`config.mk`:
```
export PLATFORM = sky130hd
export DESIGN_NAME = mjc_ctrl
export DESIGN_NICKNAME = d
export VERILOG_FILES = /design/src/rtl/core/mjc_pkg.sv /design/src/rtl/core/mjc_ctrl.sv
export SDC_FILE = /design/constraint.sdc
export NUM_CORES = 1
export LEC_CHECK = 0
export BUFFER_PORTS_ARGS = -buffer_cell sky130_fd_sc_hd__buf_2
export CORE_AREA = 2 2 39 41
export DETAILED_ROUTE_END_ITERATION = 10
export DIE_AREA = 0 0 41 43
export REMOVE_ABC_BUFFERS = 1
export SYNTH_ARGS = -nofsm -noshare
export SYNTH_HDL_FRONTEND = slang
export SYNTH_SLANG_ARGS = --single-unit
```
`constraint.sdc`:
```
create_clock -name clk -period 1.35 [get_ports clk]
set_clock_uncertainty 0.1 [all_clocks]
set_input_delay 0 -clock clk [delete_from_list [all_inputs] [get_ports clk]]
set_output_delay 0 -clock clk [all_outputs]
set_load 0.01 [all_outputs]
```
`src/rtl/core/mjc_pkg.sv`:
```
package mjc_pkg;

    typedef struct packed {
        logic [31:0] magnitude;
        logic        last;
    } in_t;

    typedef struct packed {
        logic [7:0] red;
        logic [7:0] green;
        logic [7:0] blue;
        logic [5:0] point_index;
        logic       end_of_line;
        logic       overflow;
    } out_t;

    typedef enum logic [2:0] {
        SEG_BLUE,
        SEG_CYAN,
        SEG_MID,
        SEG_YEL,
        SEG_RED,
        SEG_FLAT
    } seg_t;

    typedef struct packed {
        logic load;
        logic rd;
        logic setup;
        logic div;
        logic advance;
        logic clear_line;
    } ctl_cmd_t;

    typedef struct packed {
        logic div_last;
        logic last_point;
    } ctl_sts_t;

    localparam int QUOT_BITS = 8;

endpackage

```
`src/rtl/core/mjc_ctrl.sv`:
```
module mjc_ctrl
    import mjc_pkg::*;
(
    input  logic     clk,
    input  logic     rst_n,
    input  logic     in_valid,
    input  logic     in_last,
    output logic     in_stall,
    output logic     out_valid,
    input  logic     out_stall,
    output ctl_cmd_t cmd,
    input  ctl_sts_t sts
);

    typedef enum logic [4:0] {
        S_IDLE  = 5'b00001,
        S_READ  = 5'b00010,
        S_SETUP = 5'b00100,
        S_DIV   = 5'b01000,
        S_OUT   = 5'b10000
    } state_t;

    state_t state_reg, state_next;

    always_ff @(posedge clk or negedge rst_n)
    begin
        if (!rst_n)
        begin
            state_reg <= S_IDLE;
        end
        else
        begin
            state_reg <= state_next;
        end
    end

    always_comb
    begin
        state_next = state_reg;
        cmd        = '0;
        in_stall   = 1'b1;
        out_valid  = 1'b0;
        unique case (state_reg)
            S_IDLE:
            begin
                in_stall = 1'b0;
                if (in_valid)
                begin
                    cmd.load = 1'b1;
                    if (in_last)
                    begin
                        state_next = S_READ;
                    end
                end
            end
            S_READ:
            begin
                cmd.rd     = 1'b1;
                state_next = S_SETUP;
            end
            S_SETUP:
            begin
                cmd.setup  = 1'b1;
                state_next = S_DIV;
            end
            S_DIV:
            begin
                cmd.div = 1'b1;
                if (sts.div_last)
                begin
                    state_next = S_OUT;
                end
            end
            S_OUT:
            begin
                out_valid = 1'b1;
                if (!out_stall)
                begin
                    if (sts.last_point)
                    begin
                        cmd.clear_line = 1'b1;
                        state_next     = S_IDLE;
                    end
                    else
                    begin
                        cmd.advance = 1'b1;
                        state_next  = S_READ;
                    end
                end
            end
            default:
            begin
                state_next = S_IDLE;
            end
        endcase
    end

endmodule

```
-- Word level (Yosys, flattened, before mapping)
Index checks and enable logic that the tools add are counted.
- word-level logic and storage cells: 28
- register bits after elaboration: 5
- input bits: 7
- eq/ne operators: 9
- muxes and demuxes: 17
- reduce and logical (&&, ||, !) cells: 1
- operator list (operator ; count):
    5-bit case mux with 5 select lines ; 1
    5-bit 2-to-1 mux ; 4
    1-bit 2-to-1 mux ; 9
    2-bit inequality test, second input constant ; 4
    2-bit 2-to-1 mux ; 3
    5-bit by 1-bit == test with 1-bit output, second input constant ; 1
    5-bit by 2-bit == test with 1-bit output, second input constant ; 1
    5-bit by 3-bit == test with 1-bit output, second input constant ; 1
    5-bit by 4-bit == test with 1-bit output, second input constant ; 1
    5-bit == test, second input constant ; 1
    4-bit AND reduction ; 1

-- Longest topological paths before layout
Gate-level depths: netlist of the first run.
- depth in word-level cells: 3
- mapped depth: 5
- gate-level depth less buffers: 4

-- Least setup slack after synthesis of the first run
No wires, ideal clock.
- path type: register to register
- start point: register state_reg[0]
- end point: register state_reg[0]
- library setup time: 0.073 ns
- arrival time: 1.042 ns
- path slack: 0.134 ns
- cell stages (with the launch flop): 5
- required time: 1.177 ns
- path through: dfstp_2 > nor2b_1 > nand2_2 > a21oi_2 > o21bai_1
- cells in the longest elaborated chain, start to end: 3
- elaborated cells between the ends (all ways): 11
- classes of those cells: eq/ne: 9; mux: 1; reduce/logical: 1
- ends and longest elaborated chain (element ; line ; RTL):
    start: declaration ; mjc_ctrl.sv:23 ; state_t state_reg, state_next;
    start signal: assignment ; mjc_ctrl.sv:33 ; state_reg <= state_next;
    5-bit by 4-bit == test with 1-bit output (tied with other cells) ; mjc_ctrl.sv:43 ; unique case (state_reg)
    2-bit inequality test (no line) ; - ;
    4-bit AND reduction (no line) ; - ;
Several ways; a longest one is shown, not always the timed one.
A chain may end at the register's enable or synchronous reset.

==> results.cfg, run 1 <==
[run_status]
status = complete, but fails checks
violations = negative setup slack

[drt]
firstDrtPassIters = 4
drc = 0
drtAntennaViolNets = 0
vias_per_cell = 4.49
num_vias = 377
routedWlPerCell_um = 10.4
drt-initial-drc-count = 7
drt_wl_total_um = 877

[logic_synthesis]
yosysSeqAreaShare_pct = 36.3
synth.avg_cell_area_sq_um = 8.70
yosysUniqueCellTypes = 23
syn_area_sq_um = 348
synthCells = 40
yosysWarnings = 0
ys_seq_elements = 5

[die]
die_area_sq_um = 1760
dieHeight_um = 43
die_x_um = 41
start_util_pct = 25.1
io_pins = 15
rows = 14
core_area_sq_um = 1380

[timing]
final-max-slew-violation-count = 0
tightest_slew_ns = 0.239
setup_ws_ns = -0.0434
final-hold-violation-count = 0
finalCritPeriodShare_pct = 103
max_freq_mhz = 718
finalSetupTns_ns = -0.0496
rsz0062_at_grt = yes
period_needed_ns = 1.39
holdWs_ns = 0.0491
setup_viol = 2
slew_headroom_pct = 84.0

[power]
cellPowerDensity_nw_per_um2 = 1240
leakage_nw = 0.320
vdd_drop_max_uv = 657

[clock_network]
htreeDepth = 1
cts.sinks = 5
cts_root_buf = clkbuf_4
cts.path.max_buffers = 2
tritoncts = yes
clk_pin_slew_ns = 0.05
cts_buffers = 3
clock_latency_ns = 0.25

[cells_and_area]
largest_reg_flops = 5
nets = 76
drive_gt1_share_pct = 61.8
diodes = 0
syn2layout_area_growth_pct = 80.9
final_util_pct = 45.5

[critical_path]
cp.arrival_ns = 1.29
critPathLaunchType = flop
r2r_start = state_reg[0]
path_class = reg2out
critPathCaptureType = primary output
crit_fanout = 4
crit_start = state_reg[0]
worst-endpoint-required_ns = 1.25

[place]
post-place-ws_ns = 0.0775
dp_hpwl_um = 566
io_buffer_count = 14
place.gp.congestion = 0.774

[global_route]
grt_overflow_total = 0
grt_pass1_wl_um = 1580
antenna_found_initial = 0
grt_usage_pct = 14.0
grt_max_degree = 8
first_global_vias = 383

[min_path]
hold_class = in2reg
hp-start = out_stall

[flow_run]
maxCapViolations = 0
-- synthesized netlist by cell type (all sizes together) --
library cell	count	area, sq um
nor3	2	20.0
a31oi	1	6.26
a21oi	2	13.8
o22ai	1	6.26
o21ai	1	5.00
dfrtp	4	100
nor2	5	23.8
nor2b	4	25.0
and2	2	15.0
dfstp	1	26.3
xor2	1	8.76
and3	2	13.8
buf	1	11.3
nand3	2	15.0
inv	3	11.3
o21bai	3	22.5
nand2	4	17.5
nor4	1	6.26
-- what timing repair did --
item | 4_1_cts | 5_1_grt
gates resized for setup | 12 | 8
setup buffers | 6 | 1
endpoints found under the setup margin | 5 | 8
hold endpoints to repair | 8 | 0
pin swaps | 2 | 7
hold buffers | 6 | 0
-- worst max-delay path, stage by stage (launching register included) --
cell and delay, ns:
dfstp_2 0.57, nor2b_4 0.19, and3_4 0.19, buf_6 0.09
-- placed cells by master (no fill, tap or decap) --
cell	n
nor2b_2	1
buf_4	5
buf_6	4
dfrtp_2	4
o21bai_1	3
nand3_2	1
a31oi_1	1
o21ai_0	1
clkbuf_4	3
and2_2	2
nor4_1	1
nor2_4	2
inv_1	3
nor2b_1	2
and3_4	1
nor2_2	1
a21oi_1	1
dfstp_2	1
dlygate4sd3_1	4
xor2_1	1
nor2_1	2
nor3_4	2
clkbuf_1	1
nor2b_4	1
nand2_2	1
dlymetal6s4s_1	1
a21oi_2	1
buf_2	11
and3_1	1
nand3_4	1
o22ai_1	1
nand2_1	3
-- cell type report --
type	count	area, sq um
fill	136	754
multi-input combinational	31	250
timing repair buffer	25	190
sequential	5	131
clock buffer	4	26.3
tap	16	20.0
inverter	3	11.3
-- cells by family (layout without fill, tap and decap cells) --
group | count (synthesis) | count (layout) | synth area share (%)
buffers and inverters | 4 | 32 | 6.47
xor gates and xnor gates | 1 | 1 | 2.52
AOI/OAI and AO/OA | 8 | 8 | 15.5
DFF | 5 | 5 | 36.3
and+or+nand+nor | 22 | 22 | 39.2
-- metal layers --
layer  share of wire (%)  up-vias  track usage [%]
li1                    -      192                -
met1                  40      170             16.2
met2                  53       12             21.3
met3                 4.2        3             4.71
met4                 2.5        0             8.00
met5                   0        -                0
-- report_power, final --
group	switching [mW]	internal, mW	leakage (nW)
Sequential	0.0435	0.189	0.0592
Clock	0.0717	0.112	0.0150
Combinational	0.160	0.201	0.246
Total	0.275	0.503	0.320
-- through the flow --
step / power (mW) / area, sq um / cells
2_1_floorplan: 0.377 / 337 / 39
3_3_place_gp: 0.451 / 427 / 69
3_5_place_dp: 0.448 / 427 / 69
4_1_cts: 0.743 / 604 / 85
5_1_grt: 0.835 / 629 / 84
6_report: 0.778 / 629 / 84
-- final timing paths --
check,end,slack [ns],cells after the start
max,cmd[5],-0.04,3
min,state_reg[4],0.05,3
max reg2reg,state_reg[1],0.08,5
min reg2reg,state_reg[4],0.51,2
max in group asynchronous,state_reg[1],0.37,3
min in group asynchronous,state_reg[0],0.13,2
Note: power is estimated with default switching activity, not from simulation.
==> inputs of run 2 (changes only) <==
clock period = 1.34 ns   (was 1.35 ns; I/O delays follow)
==> results.cfg, run 2 (same netlist as run 1, synthesis figures left out) <==
[critical_path]
path_class = reg2out
cpPeakStageDelay_ns = 0.56
critPathCaptureType = primary output
ff2ff_setup_slack_ns = -0.02
r2r_start = state_reg[0]
crit_cells = 3
critPathBufInv = 1
crit_fanout = 3
crit_chain = nor2b_4 -> and3_4 -> buf_6
slowest_stage = dfstp_2
rr_worst_depth = 5
cp_top_family = flip-flops
cp.arrival_ns = 1.28
critPathLaunchType = flop
worst-endpoint-required_ns = 1.24
rr_endpoint = state_reg[0]

[power]
p_int_mw = 0.543
seqPwrFrac_pct = 27.3
leakage_nw = 0.340
cellPowerDensity_nw_per_um2 = 1310
vdd_drop_max_uv = 929
netSwitchingFraction_pct = 36.5
clock_power_share_pct = 20.8
power_frac_comb_pct = 51.8
p_total_mw = 0.855
power.switching_mw = 0.312

[min_path]
whs_endpoint = state_reg[0]
hold_class = in2reg
hp-start = in_last
whs_path_depth = 3

[flow_run]
maxCapViolations = 0

[clock_network]
clk_pin_slew_ns = 0.04
cts_buffers = 3
cts_root_buf = clkbuf_4
cts.path.max_buffers = 2
htreeDepth = 1
tritoncts = yes
clock_latency_ns = 0.25
cts.sinks = 5

[cells_and_area]
diodes = 0
largest_reg_flops = 5
layout.cells.non_filler = 87
drive_gt1_share_pct = 54.9
nets = 79
final_common_cell = buf_2
syn2layout_area_growth_pct = 88.1
final_cell_mix = 10 x buf_2, 6 x dlygate4sd3_1, 6 x buf_4
fin_area_sq_um = 654

[drt]
num_vias = 415
routedWlPerCell_um = 13.6
vias_per_cell = 4.77
firstDrtPassIters = 4
drc = 0
drtAntennaViolNets = 0
drt_wl_total_um = 1180
drt-initial-drc-count = 4

[timing]
final-hold-violation-count = 0
final-max-slew-violation-count = 0
slew_headroom_pct = 85.3
rsz0062_at_grt = yes
period_needed_ns = 1.38
setup_viol = 6
setup_ws_ns = -0.0394
finalCritPeriodShare_pct = 103
max_freq_mhz = 725
tightest_slew_ns = 0.218

[place]
dpl_cell_area_sq_um = 434
io_buffer_count = 14
dp_hpwl_um = 579
placed_cells_incl_taps = 70
place.gp.congestion = 0.793

[global_route]
grt_max_degree = 6
grt_pass1_wl_um = 1810
antenna_found_initial = 0
first_global_vias = 423
grt_overflow_total = 0
grt_usage_pct = 16.4

[die]
die_x_um = 41
core_area_sq_um = 1380
start_util_pct = 25.1
io_pins = 15
die_area_sq_um = 1760
dieHeight_um = 43
rows = 14

[run_status]
violations = negative setup slack
status = complete, but fails checks
[run 2: metal layers]
| layer | global-route usage [%] | wire [um] |
|---|---|---|
| met5 | 0 | 0 |
| met4 | 9.33 | 53 |
| met3 | 6.81 | 67 |
| met2 | 28.1 | 688 |
| met1 | 14.8 | 371 |
[run 2: area by class of cell]
| class | count | area [sq um] |
|---|---|---|
| tap | 16 | 20.0 |
| inverter | 3 | 11.3 |
| sequential | 5 | 131 |
| timing repair buffer | 28 | 225 |
| fill | 126 | 729 |
| multi-input combinational | 31 | 240 |
| clock buffer | 4 | 26.3 |
[run 2: repair_timing]
item	CTS	global route
resized for setup	10	9
hold endpoints to repair	8	0
pin swaps	3	5
buffers inserted	6	1
hold buffers	8	0
endpoints found under the setup margin	5	10
[run 2: how the worst max path moves through the flow]
stage	startpoint	to	slack, ns
after global routing	state_reg[4]	cmd[5]	-0.1
after CTS	state_reg[2]	cmd[1]	-0.02
after global placement	state_reg[0]	state_reg[0]	0.08
after detailed placement	state_reg[0]	state_reg[0]	0.05
after floorplan	state_reg[0]	state_reg[0]	0.12
final	state_reg[0]	cmd[5]	-0.04
[run 2: worst reg2reg max path, stage by stage, from the launching register on]
cell and delay (ns):
dfstp_2 0.56, buf_4 0.13, nor2b_1 0.05, o21ai_1 0.20
a21oi_1 0.12, o21bai_1 0.14
[run 2: power groups by stage]
stage,logic (mW),clock network [mW],registers [mW]
3_3_place_gp,0.230,0,0.222
6_report,0.443,0.178,0.234
3_5_place_dp,0.232,0,0.223
2_1_floorplan,0.162,0,0.217
4_1_cts,0.367,0.183,0.221
5_1_grt,0.474,0.191,0.237
[run 2: stage by stage]
stage	TNS [ns]	setup WS, ns	hold slack [ns]	utilization (%)
6_report	-0.144	-0.0394	0.0631	47.3
5_1_grt	-0.549	-0.0958	0.100	47.3
4_1_cts	-0.0415	-0.0230	0.127	44.8
3_5_place_dp	0	0.0518	-0.282	31.4
3_3_place_gp	0	0.0808	-0.281	31.4
2_1_floorplan	0	0.124	-0.396	-
